==> src/rtl/rtb_pkg.sv <==
`timescale 1ns / 1ps

package rtb_pkg;

    // Width of a scaled gray sum and of the matching scaled threshold.
    // The largest value is 100 * 256 = 25600.
    localparam int CMP_W = 15;

    localparam int CFG_INDEX_W = 4;
    localparam int CFG_DATA_W  = 16;

    // Configuration register indexes.
    localparam logic [CFG_INDEX_W-1:0] CFG_IDX_THRESHOLD = 4'd0;
    localparam logic [CFG_INDEX_W-1:0] CFG_IDX_GRAY_MODE = 4'd1;

    // Gray conversion methods.
    localparam logic [3:0] MODE_AVG       = 4'd0;
    localparam logic [3:0] MODE_LUMINANCE = 4'd1;
    localparam logic [3:0] MODE_LUMA      = 4'd2;
    localparam logic [3:0] MODE_DESAT     = 4'd3;
    localparam logic [3:0] MODE_MAX       = 4'd4;
    localparam logic [3:0] MODE_MIN       = 4'd5;
    localparam logic [3:0] MODE_RED       = 4'd6;
    localparam logic [3:0] MODE_GREEN     = 4'd7;
    localparam logic [3:0] MODE_BLUE      = 4'd8;

    localparam logic [3:0] GRAY_MODE_RESET = MODE_LUMINANCE;

    typedef struct packed {
        logic [7:0] red;
        logic [7:0] green;
        logic [7:0] blue;
        logic       last_in_line;
    } t_pixel;

    typedef struct packed {
        logic [7:0] packed_byte;
        logic       end_of_line;
    } t_byte_out;

    // Threshold pre-multiplied by each divisor used in the gray methods.
    typedef struct packed {
        logic [CMP_W-1:0] x1;
        logic [CMP_W-1:0] x2;
        logic [CMP_W-1:0] x3;
        logic [CMP_W-1:0] x100;
    } t_thr_set;

endpackage

==> src/rtl/rtb_gray_cmp.sv <==
`timescale 1ns / 1ps

// Decides whether one pixel is white. floor(s / d) < t is the same as
// s < d * t, so the sum is compared with a pre-scaled threshold.
module rtb_gray_cmp (
    input  rtb_pkg::t_pixel   i_pix,
    input  logic [3:0]        i_mode,
    input  rtb_pkg::t_thr_set i_thr,
    output logic              o_white
);

    logic [rtb_pkg::CMP_W-1:0] r_w;
    logic [rtb_pkg::CMP_W-1:0] g_w;
    logic [rtb_pkg::CMP_W-1:0] b_w;
    logic [rtb_pkg::CMP_W-1:0] mx;
    logic [rtb_pkg::CMP_W-1:0] mn;
    logic [rtb_pkg::CMP_W-1:0] sum;
    logic [rtb_pkg::CMP_W-1:0] lim;

    assign r_w = rtb_pkg::CMP_W'(i_pix.red);
    assign g_w = rtb_pkg::CMP_W'(i_pix.green);
    assign b_w = rtb_pkg::CMP_W'(i_pix.blue);

    always_comb begin
        mx = (r_w > g_w) ? r_w : g_w;
        mx = (mx > b_w) ? mx : b_w;
        mn = (r_w < g_w) ? r_w : g_w;
        mn = (mn < b_w) ? mn : b_w;
    end

    always_comb begin
        case (i_mode)
            rtb_pkg::MODE_AVG: begin
                sum = r_w + g_w + b_w;
                lim = i_thr.x3;
            end
            rtb_pkg::MODE_LUMINANCE: begin
                sum = r_w * 15'd30 + g_w * 15'd59 + b_w * 15'd11;
                lim = i_thr.x100;
            end
            rtb_pkg::MODE_LUMA: begin
                sum = r_w * 15'd21 + g_w * 15'd72 + b_w * 15'd7;
                lim = i_thr.x100;
            end
            rtb_pkg::MODE_DESAT: begin
                sum = mx + mn;
                lim = i_thr.x2;
            end
            rtb_pkg::MODE_MAX: begin
                sum = mx;
                lim = i_thr.x1;
            end
            rtb_pkg::MODE_MIN: begin
                sum = mn;
                lim = i_thr.x1;
            end
            rtb_pkg::MODE_RED: begin
                sum = r_w;
                lim = i_thr.x1;
            end
            rtb_pkg::MODE_GREEN: begin
                sum = g_w;
                lim = i_thr.x1;
            end
            rtb_pkg::MODE_BLUE: begin
                sum = b_w;
                lim = i_thr.x1;
            end
            default: begin
                // Undefined methods give a gray level of zero.
                sum = '0;
                lim = i_thr.x1;
            end
        endcase
    end

    assign o_white = !(sum < lim);

endmodule

==> src/rtl/rgb_threshold_binarizer_unit.sv <==
`timescale 1ns / 1ps

// Path: an accepted item enters the input register; a pixel that completes a byte writes it to the output register.
// Throughput: one pixel item per cycle; a stalled output holds the pipeline only when the
// waiting pixel would complete a byte.
// Reset: synchronous, active low; clears the pipeline, the bit packer (start of a row),
// threshold to 0 and gray method to luminance.

module rgb_threshold_binarizer_unit (
    input  logic                            i_clk,
    input  logic                            i_rst_n,
    // Pixel input channel
    input  logic                            i_in_valid,
    output logic                            o_in_stall,
    input  rtb_pkg::t_pixel                 i_in,
    // Packed byte output channel
    output logic                            o_out_valid,
    input  logic                            i_out_stall,
    output rtb_pkg::t_byte_out              o_out,
    // Configuration write channel
    input  logic                            i_cfg_valid,
    output logic                            o_cfg_ready,
    input  logic [rtb_pkg::CFG_INDEX_W-1:0] i_cfg_index,
    input  logic [rtb_pkg::CFG_DATA_W-1:0]  i_cfg_data
);

    // Configuration. The threshold is kept already multiplied by every divisor
    // the gray methods use, so the pixel path needs no division at all.
    rtb_pkg::t_thr_set  r_thr;
    rtb_pkg::t_thr_set  n_thr;
    logic [3:0]         r_mode;
    logic [3:0]         n_mode;
    logic [rtb_pkg::CMP_W-1:0] cfg_thr;

    // Input register stage.
    logic               r_s1_valid;
    logic               n_s1_valid;
    rtb_pkg::t_pixel    r_s1_pix;

    // Bit packer state.
    logic [7:0]         r_acc;
    logic [7:0]         n_acc;
    logic [2:0]         r_pos;
    logic [2:0]         n_pos;

    // Output register.
    logic               r_out_valid;
    logic               n_out_valid;
    rtb_pkg::t_byte_out r_out;

    logic               white;
    logic               s1_emit;
    logic               s1_move;
    logic               out_free;
    logic               in_accept;
    logic [7:0]         acc_upd;

    // The configuration port never back-pressures.
    assign o_cfg_ready = 1'b1;

    // The threshold is the low nine bits of the data; any value above 256 already turns every
    // pixel black, so it is clipped to 256; this keeps the scaled copies within CMP_W bits.
    assign cfg_thr = (i_cfg_data[8:0] > 9'd256) ? rtb_pkg::CMP_W'(9'd256)
                                                 : rtb_pkg::CMP_W'(i_cfg_data[8:0]);

    always_comb begin
        n_thr  = r_thr;
        n_mode = r_mode;
        if (i_cfg_valid) begin
            case (i_cfg_index)
                rtb_pkg::CFG_IDX_THRESHOLD: begin
                    n_thr.x1   = cfg_thr;
                    n_thr.x2   = cfg_thr << 1;
                    n_thr.x3   = cfg_thr * 15'd3;
                    n_thr.x100 = cfg_thr * 15'd100;
                end
                rtb_pkg::CFG_IDX_GRAY_MODE: begin
                    n_mode = i_cfg_data[3:0];
                end
                default: begin
                    n_thr  = r_thr;
                    n_mode = r_mode;
                end
            endcase
        end
    end

    rtb_gray_cmp u_gray_cmp (
        .i_pix   (r_s1_pix),
        .i_mode  (r_mode),
        .i_thr   (r_thr),
        .o_white (white)
    );

    // A pixel leaves the input register when it either completes no byte or
    // the output register is free to take the byte it completes.
    assign out_free   = !r_out_valid || !i_out_stall;
    assign s1_emit    = r_s1_pix.last_in_line || (r_pos == 3'd7);
    assign s1_move    = r_s1_valid && (!s1_emit || out_free);
    assign o_in_stall = r_s1_valid && !s1_move;
    assign in_accept  = i_in_valid && !o_in_stall;

    // Bits are filled from bit 7 downwards; the bits not yet reached are
    // always zero, so a short byte at the end of a row is zero padded.
    assign acc_upd = r_acc | (white ? (8'h80 >> r_pos) : 8'h00);

    always_comb begin
        n_s1_valid  = r_s1_valid;
        n_acc       = r_acc;
        n_pos       = r_pos;
        n_out_valid = r_out_valid;

        if (!i_out_stall) begin
            n_out_valid = 1'b0;
        end

        if (s1_move) begin
            n_s1_valid = 1'b0;
            if (s1_emit) begin
                n_acc       = '0;
                n_pos       = '0;
                n_out_valid = 1'b1;
            end else begin
                n_acc = acc_upd;
                n_pos = r_pos + 3'd1;
            end
        end

        if (in_accept) begin
            n_s1_valid = 1'b1;
        end
    end

    always_ff @(posedge i_clk) begin
        if (!i_rst_n) begin
            r_thr       <= '0;
            r_mode      <= rtb_pkg::GRAY_MODE_RESET;
            r_s1_valid  <= 1'b0;
            r_acc       <= '0;
            r_pos       <= '0;
            r_out_valid <= 1'b0;
        end else begin
            r_thr       <= n_thr;
            r_mode      <= n_mode;
            r_s1_valid  <= n_s1_valid;
            r_acc       <= n_acc;
            r_pos       <= n_pos;
            r_out_valid <= n_out_valid;
        end
    end

    // Payload registers carry no reset.
    always_ff @(posedge i_clk) begin
        if (in_accept) begin
            r_s1_pix <= i_in;
        end
        if (s1_move && s1_emit) begin
            r_out.packed_byte <= acc_upd;
            r_out.end_of_line <= r_s1_pix.last_in_line;
        end
    end

    assign o_out_valid = r_out_valid;
    assign o_out       = r_out;

`ifndef SYNTHESIS
    // Bits at and below the current position have not been written yet.
    a_acc_clean: assert property (@(posedge i_clk) disable iff (!i_rst_n)
        (r_acc & (8'hFF >> r_pos)) == 8'h00)
        else $error("bit accumulator holds bits beyond the packing position");

    // After a byte leaves, packing restarts at the top bit of an empty byte.
    a_restart: assert property (@(posedge i_clk) disable iff (!i_rst_n)
        (s1_move && s1_emit) |=> (r_pos == 3'd0 && r_acc == 8'h00 && r_out_valid))
        else $error("packer did not restart after a byte was issued");

    // A byte that does not close a row must be a full one.
    a_full_byte: assert property (@(posedge i_clk) disable iff (!i_rst_n)
        (s1_move && s1_emit && !r_s1_pix.last_in_line) |-> (r_pos == 3'd7))
        else $error("partial byte issued without end of line");

    // A waiting byte is never dropped while the receiver stalls.
    a_no_drop: assert property (@(posedge i_clk) disable iff (!i_rst_n)
        (r_out_valid && i_out_stall) |=> r_out_valid)
        else $error("stalled output byte was lost");

    // Back-pressure only arises from a pixel held in the input register.
    a_stall_src: assert property (@(posedge i_clk) disable iff (!i_rst_n)
        o_in_stall |-> (r_s1_valid && s1_emit && r_out_valid && i_out_stall))
        else $error("input stalled without a blocked pixel");
`endif

endmodule

==> config.mk <==
export PLATFORM = sky130hd
export DESIGN_NAME = rgb_threshold_binarizer_unit
export DESIGN_NICKNAME = d
export VERILOG_FILES = /design/src/rtl/rtb_pkg.sv /design/src/rtl/rtb_gray_cmp.sv /design/src/rtl/rgb_threshold_binarizer_unit.sv
export SDC_FILE = /design/constraint.sdc
export NUM_CORES = 1
export LEC_CHECK = 0
export BUFFER_PORTS_ARGS = -buffer_cell sky130_fd_sc_hd__buf_2
export CAP_MARGIN = 15
export CORE_UTILIZATION = 50
export DETAILED_ROUTE_END_ITERATION = 7
export GPL_TIMING_DRIVEN = 0
export PLACE_DENSITY_LB_ADDON = 0.15
export SLEW_MARGIN = 30
export SYNTH_ARGS = -nofsm -noshare
export SYNTH_HDL_FRONTEND = slang
export SYNTH_SLANG_ARGS = --single-unit
==> constraint.sdc <==
create_clock -name i_clk -period 18.9 [get_ports i_clk]
set_clock_uncertainty 0.2 [all_clocks]
set_input_delay 3.78 -clock i_clk [delete_from_list [all_inputs] [get_ports i_clk]]
set_output_delay 3.78 -clock i_clk [all_outputs]
set_load 0.01 [all_outputs]
# After elaboration in Yosys (flattened, before gate mapping)
# Index checks and enable logic that the tools add are counted.
# totals
ff_bits	108
in_bits	50
out_inout_bits	12
word_cells	82
# op_classes
add_sub_neg	8
mul	8
n_lt_le_gt_ge	6
n_eq_ne	10
shift	1
mux	15
bitwise	1
n_reduce_logical	18
# ops
op	n
$pmux 15 s9	1
$add 15x15->15	5
$pmux 15 s3	1
$mul 8x4->12 const B	3
$mux 8	4
$mux 15	2
$eq 4x3->1 const B	4
$add 15x8->15	1
$gt 15x8->1	1
$lt 15x15->1	1
$lt 15x8->1	1
$mul 8x6->14 const B	1
$mul 8x5->13 const B	1
$mul 9x5->13 const B	1
$mul 8x3->11 const B	1
$mul 9x2->11 const B	1
$add 8x8->9	1
$gt 9x9->1 const B	1
$mux 9	1
$eq 4x1->1 const B	2
$eq 4x2->1 const B	2
$gt 8x8->1	1
$logic_not 4->1	2
$lt 8x8->1	1
other kinds (13)	27

# Logic depth before layout (Yosys ltp)
# Gate-level depths: netlist (run 1).
# logic_depth
ltp_word	10
ltp_mapped	35

# Modules after synthesis
# A second synthesis (run 1) with hierarchy kept.
# unflattened
cells_unflattened	1294
hier_area_um2	12037.8
# by_module_without_submodules
mod	instances	cells_per_inst	area_each_um2	seq_area_each_um2
rtb_gray_cmp	1	915	8005.2	0.0
rgb_threshold_binarizer_unit	1	379	4032.6	1941.9

# Worst setup path before layout (run 1)
# No wires, ideal clock.
# synth_timing
kind	input-to-output
start	input i_out_stall
end	output o_in_stall
arrival_ps	4259
setup_slack_ps	10661
stages	2
path_buffers	0
path_cell_list	nand2_1 > nor3b_1
# synth_between
elab_chain_cells	6
# synth_rtl
element	line_no	text
start: declaration	rgb_threshold_binarizer_unit.sv:18	input logic i_out_stall,
$logic_not 1->1	-	
$logic_or 1x1->1	rgb_threshold_binarizer_unit.sv:97	assign out_free = !r_out_valid || !i_out_stall;
$logic_or 1x1->1	rgb_threshold_binarizer_unit.sv:99	assign s1_move = r_s1_valid && (!s1_emit || out_free);
$logic_and 1x1->1	rgb_threshold_binarizer_unit.sv:99	
$logic_not 1->1	rgb_threshold_binarizer_unit.sv:100	assign o_in_stall = r_s1_valid && !s1_move;
$logic_and 1x1->1	rgb_threshold_binarizer_unit.sv:100	
end: declaration	rgb_threshold_binarizer_unit.sv:14	output logic o_in_stall,
# Every way passes these cells.

# Worst setup path after layout (run 1)
# Same ends and word-level chain as after synthesis.

==> reports/metrics.yaml, run 1 <==
timing:
  setup_viol: 0
  setup_ws_ns: 10.31
  hold_ws_ns: 0.2626
  finalHoldViolations: 0
  min_period_ns: 8.593
  fmax_mhz: 116.4
  worst_slew_pin_slew_ns: 0.9832
  setup_tns_ns: 0
  slew_headroom_pct: 34.45
  rsz0062_at_grt: "false"
  slew_viol_final: 0
  finalCritPeriodShare_pct: 45.47
route:
  drc: 0
  ant_nets: 0
  avgRoutedWirePerCell_um: 18.38
  vias: 9812
  first_iter_violations: 608
  wl_mm: 31.83
  vias_per_cell: 5.665
  first_pass_iters: 6
pwr:
  powerDensity_nw_per_um2: 168.9
  combPwrFrac_pct: 83.3
  clock_power_share_pct: 7.2
  pwr-share-seq_pct: 9.5
  vdd_ir_drop_max_v: 0.0001515
  power.leakage_uw: 0.006075
  finalPower_uw: 2224
  swShare_pct: 51.25
  power_switching_uw: 1140
  internal_power_uw: 1084
placed_design:
  io_buffers: 53
  pre_cts_ws_ns: 10.30
  place_hpwl_mm: 25.77
  gp_congestion: 0.8941
global_routing:
  track_usage_pct: 26.93
  grt_use_met3_pct: 3.340
  grt_pass1_wl_mm: 51.64
  gr-usage-met1_pct: 35.44
  first_global_vias: 9843
  grt_max_degree: 24
  grt_util_met2_pct: 45.74
  overflow: 0
  top_usage_layer: "met2"
  antenna_found_initial: 2
synthesis:
  synth_cell_types: 84
  ys.flop_type: "dfxtp_1"
  syn_nets: 1713
  ys_async_sr_fraction_pct: 0
  synth_warnings: 0
  synth_edf_count: 34
  ys_seq_area_share_pct: 15.94
  netlist_area_um2: 12190
  syn_avg_cell_area_um2: 9.073
  synthCells: 1343
  ys_ff_latch: 80
clock_network:
  cts_tree: "yes"
  cts_root_buffer: "clkbuf_16"
  insertion_delay_ns: 0.33
  h-tree-depth: 3
  cts_repair_resize_count: 0
  clk_pin_slew_ns: 0.06
  ctsLongestPathBuffers: 2
  cts_buffers: 9
  clock-sinks: 80
  postCtsSetupBuffers: 0
  cts_hold_buffers: 0
worst_setup_path:
  slowest_delay_ns: 0.46
  crit_path_max_fanout: 3
  crit_required_ns: 14.92
  crit_path_end_kind: "primary output"
  path_cells: "buf_2 -> nand2_1 -> nor3b_1 -> buf_2"
  crit_path_frequent_cell: "buf_2"
  slowest_stage: "nor3b_1"
  ff2ff_path_depth: 30
  cp.depth: 4
  critPathBufInv: 2
  cp.arrival_ns: 4.61
  worstSetupStartpointType: "input port"
  crit_type: "in2out"
  cp_top_family: "simple AND/OR/NAND/NOR gates"
flow_run:
  maxCapViolCount: 0
finish:
  nFillCells: 2258
  layout-drive-gt1-share_pct: 8.563
  fin_nets: 1778
  utilization_pct: 55.60
  insertedDiodeCount: 0
  area_delta_synth_final_pct: 8.060
floorplanning:
  pin_count: 62
  fp.dieW_um: 158.1
  core_area_um2: 23680
  die_h_um: 158.1
  rows: 56
  die_area_um2: 25000
  start_util_pct: 51.45
run_status:
  status: "complete, no violations"
min_path:
  hold_path_depth: 0
  hp-class: "reg2reg"
-- worst register-to-register path, delay by kind of cell, from the launching register on --
kind	cells	cell delay, ns
simple gates	6	1.32
buf+inv	3	0.85
compound gates	15	3.09
mux	2	0.53
fa+ha+maj	4	1.41
flops	1	0.84
-- metal layers --
layer,share of wire (%),vias up
li1,-,4866
met1,45,4638
met2,47,249
met3,5.2,57
met4,3.0,2
met5,0.038,-
-- flip-flops by register name (all words and copies together) (netlist names) --
register,flops
r_s1_pix,25
r_s1_valid,1
o_out,9
r_pos,3
r_mode,4
o_out_valid,1
r_acc,8
r_thr,29
-- metrics by stage --
step	area (um^2)	cells
floorplan	12190	1343
global placement	12850	1715
detailed placement	12890	1716
CTS	13160	1732
global route	13170	1732
finish	13170	1732
-- cell usage after synthesis (all sizes together) (8+ instances only) --
cell type / instances / area share, %
ha: 239 / 25
inv: 142 / 4.4
nand2: 108 / 3.3
a21oi: 82 / 3.5
fa: 81 / 13
xnor2: 63 / 4.5
o21ai: 62 / 2.6
nor2: 56 / 1.8
dfxtp: 46 / 7.6
edfxtp: 34 / 8.4
a21o: 32 / 2.0
xor2: 28 / 2.0
a21boi: 27 / 1.7
nor2b: 26 / 1.3
clkbuf: 25 / 0.77
nand2b: 25 / 1.3
nand3: 20 / 0.82
mux2: 18 / 1.8
a211oi: 17 / 1.1
and2: 17 / 0.87
nor3: 15 / 0.62
mux2i: 14 / 1.2
o21a: 14 / 0.86
o21bai: 14 / 0.86
o211ai: 13 / 0.80
nor4: 9 / 0.51
nand4: 8 / 0.46
-- cell type report --
type / count / area [um^2] / share of cell area, %
Clock inverter: 6 / 43.79 / 0.3326
Multi-Input combinational cell: 1089 / 9602 / 72.92
Tap cell: 319 / 399.1 / 3.031
Inverter: 142 / 533.0 / 4.048
Buffer: 32 / 133.9 / 1.017
Sequential cell: 80 / 1942 / 14.75
Clock buffer: 10 / 229.0 / 1.739
Timing Repair Buffer: 54 / 285.3 / 2.166
-- cells in the final DEF (no fill, tap or decap), types with 15 or more instances in the layout --
cell	synthesis	routed
ha_1	239	239
fa_1	81	81
a21boi_0	26	26
a21o_1	31	31
nor2_1	54	54
o21ai_0	59	59
nand3_1	20	20
dfxtp_1	46	46
a211oi_1	16	16
clkbuf_1	25	26
inv_1	142	142
mux2_2	15	15
xor2_1	28	28
edfxtp_1	34	34
nand2_1	107	107
buf_2	2	55
xnor2_1	63	63
nor2b_1	26	25
a21oi_1	80	80
nand2b_1	25	25
and2_1	17	17
-- worst paths after layout --
path,from,endpoint,slack [ns]
worst min-delay path,r_s1_pix[0]$_DFFE_PP_,o_out[0]$_DFFE_PP_,0.26
worst max register to register,r_s1_pix[14]$_DFFE_PP_,o_out[7]$_DFFE_PP_,10.46
worst min register to register,r_s1_pix[0]$_DFFE_PP_,o_out[0]$_DFFE_PP_,0.26
worst max-delay path,i_out_stall,o_in_stall,10.31
-- kinds of logic after synthesis --
| family | share of synthesized area (%) |
|---|---|
| multiplexers | 2.937 |
| adder cells (fa/ha/maj) | 37.85 |
| other | 0.03077 |
| AND/OR/NAND/NOR | 13.00 |
| flip-flops | 15.94 |
| AO/OA/AOI/OAI | 18.24 |
| XOR/XNOR | 6.541 |
| buffers and inverters | 5.473 |
-- power groups by stage --
stage	sequential, uW	combinational (uW)	clock, uW
2_1_floorplan	207	1380	0
3_3_place_gp	215	1790	0
3_5_place_dp	215	1820	0
4_1_cts	212	1850	162
5_1_grt	213	2060	170
6_report	212	1850	160
Power figures use the tool's default switching activity.
==> run 2, diff against run 1 <==
Clock period 18.9 ns to 7.8 ns, I/O delays scaled along.
==> reports/metrics.yaml, run 2 (synthesis results as in run 1) <==
floorplanning:
  start_util_pct: 51.45
  pin_count: 62
  rows: 56
  fp.dieW_um: 158.1
  die_h_um: 158.1
  die_area_um2: 25000
  core_area_um2: 23680
finish:
  final_common_cell: "ha_1"
  final_cell_mix: "234 x ha_1, 141 x inv_1, 107 x nand2_1"
  insertedDiodeCount: 0
  fin_nets: 1812
  final_area_um2: 13570
  layout-drive-gt1-share_pct: 12.16
  largest_reg_flops: 29
  largest-register: "r_thr"
  area_delta_synth_final_pct: 11.39
route:
  wl_mm: 33.77
  vias_per_cell: 5.716
  ant_nets: 0
  first_iter_violations: 661
  first_pass_iters: 6
  drc: 0
  vias: 10090
  avgRoutedWirePerCell_um: 19.12
pwr:
  swShare_pct: 51.41
  internal_power_uw: 2733
  clock_power_share_pct: 7.0
  power.leakage_uw: 0.006257
  powerDensity_nw_per_um2: 414.4
  combPwrFrac_pct: 84.3
  pwr-share-seq_pct: 8.7
  power_switching_uw: 2892
  vdd_ir_drop_max_v: 0.0003664
worst_setup_path:
  slowest_delay_ns: 0.55
  worstSetupStartpointType: "flip-flop"
  critPathLaunch: "r_s1_pix[12]$_DFFE_PP_"
  crit_path_max_fanout: 10
  worstReg2RegStart: "r_s1_pix[12]$_DFFE_PP_"
  crit_path_end_kind: "flip-flop"
  cp.arrival_ns: 7.44
  slowest_stage: "edfxtp_1"
  crit_type: "reg2reg"
  crit_path_frequent_cell: "ha_1"
  crit_required_ns: 7.69
placed_design:
  place_hpwl_mm: 25.77
  placed_area_um2: 12890
  gp_congestion: 0.8941
  io_buffers: 53
timing:
  rsz0062_at_grt: "false"
  finalCritPeriodShare_pct: 96.71
  min_period_ns: 7.543
  fmax_mhz: 132.6
  finalHoldViolations: 0
  setup_viol: 0
  worst_slew_pin_slew_ns: 0.9240
  slew_headroom_pct: 38.24
  hold_ws_ns: 0.2626
  slew_viol_final: 0
clock_network:
  cts_buffers: 9
  clock-sinks: 80
  insertion_delay_ns: 0.33
  ctsLongestPathBuffers: 2
  clk_pin_slew_ns: 0.07
  cts_tree: "yes"
  cts_hold_buffers: 0
  h-tree-depth: 3
  cts_root_buffer: "clkbuf_16"
min_path:
  hp-class: "reg2reg"
  min_from: "r_s1_pix[0]$_DFFE_PP_"
global_routing:
  track_usage_pct: 28.27
  first_global_vias: 10080
  grt_pass1_wl_mm: 53.64
  grt_max_degree: 24
  overflow: 0
  antenna_found_initial: 2
flow_run:
  maxCapViolCount: 0
run_status:
  status: "complete, no violations"
==> run 2: cell types whose count changed in the layout (fill, tap and decap cells not counted), moves of 2 or more <==
| cell | change |
|---|---|
| ha_1 | -5 |
| nor2_1 | -2 |
| o21ai_0 | -6 |
| buf_4 | +33 |
| ha_2 | +2 |
| a21oi_1 | -5 |
| o21ai_1 | +4 |
| a21oi_2 | +5 |
| ha_4 | +3 |
==> run 2: worst max-delay path, delay by kind of cell, from the launching register on <==
family / cells / cell delay, ns
simple gates: 3 / 0.78
flops: 1 / 0.55
fa+ha+maj: 5 / 1.63
compound gates: 16 / 3.02
mux: 3 / 0.64
buf+inv: 4 / 0.46
==> run 2: routing by layer <==
layer  global-route usage [%]  vias up  wire length, um
met1                    36.77     4777            14510
met2                    47.26      314            15740
met3                    4.380       65             2250
li1                         -     4936                -
met5                        0        -               12
met4                    10.12        2             1255
==> run 2: final cells by class <==
class                   count  area, um^2
fillers                  2223       10110
multi-input cells        1089        9736
flip-flops and latches     80        1942
repair buffers             88       553.0
inverters                 142       533.0
well taps                 319       399.1
clock buffers              10       229.0
plain buffers              32       137.6
clock inverters             6       43.79
==> run 2: power groups by stage <==
stage                     clock, uW  sequential, uW  combinational (uW)
after floorplan                   0             502                3350
after global placement            0             522                4330
after detailed placement          0             522                4410
after CTS                       393             489                4520
after global routing            412             491                5220
final                           392             490                4740
==> run 2: timing repair <==
item | 4_1_cts | 5_1_grt
pin swaps | 1 | 11
buffers inserted | 28 | 6
gates resized for setup | 3 | 32
gates cloned | 0 | 0
endpoints found under the setup margin | 15 | 15
==> run 2: metrics by stage <==
stage               cells  TNS, ns  worst slack [ns]  power (uW)  utilization, %
detailed placement   1716   -6.650           -0.5565        4931           54.43
CTS                  1760        0          0.005622        5404           56.56
global route         1766        0          0.005867        6127           57.31
global placement     1715   -5.851           -0.5111        4852           54.26
finish               1766        0            0.2566        5624           57.31
floorplan            1343        0            0.7255        3852               -
==> run 2: path summary, 6_finish.rpt <==
check	endpoint	slack, ns	cells past startpoint
setup / recovery	o_out[7]$_DFFE_PP_	0.26	31
hold reg to reg	o_out[0]$_DFFE_PP_	0.26	0
hold / removal	o_out[0]$_DFFE_PP_	0.26	0
setup reg to reg	o_out[7]$_DFFE_PP_	0.26	31
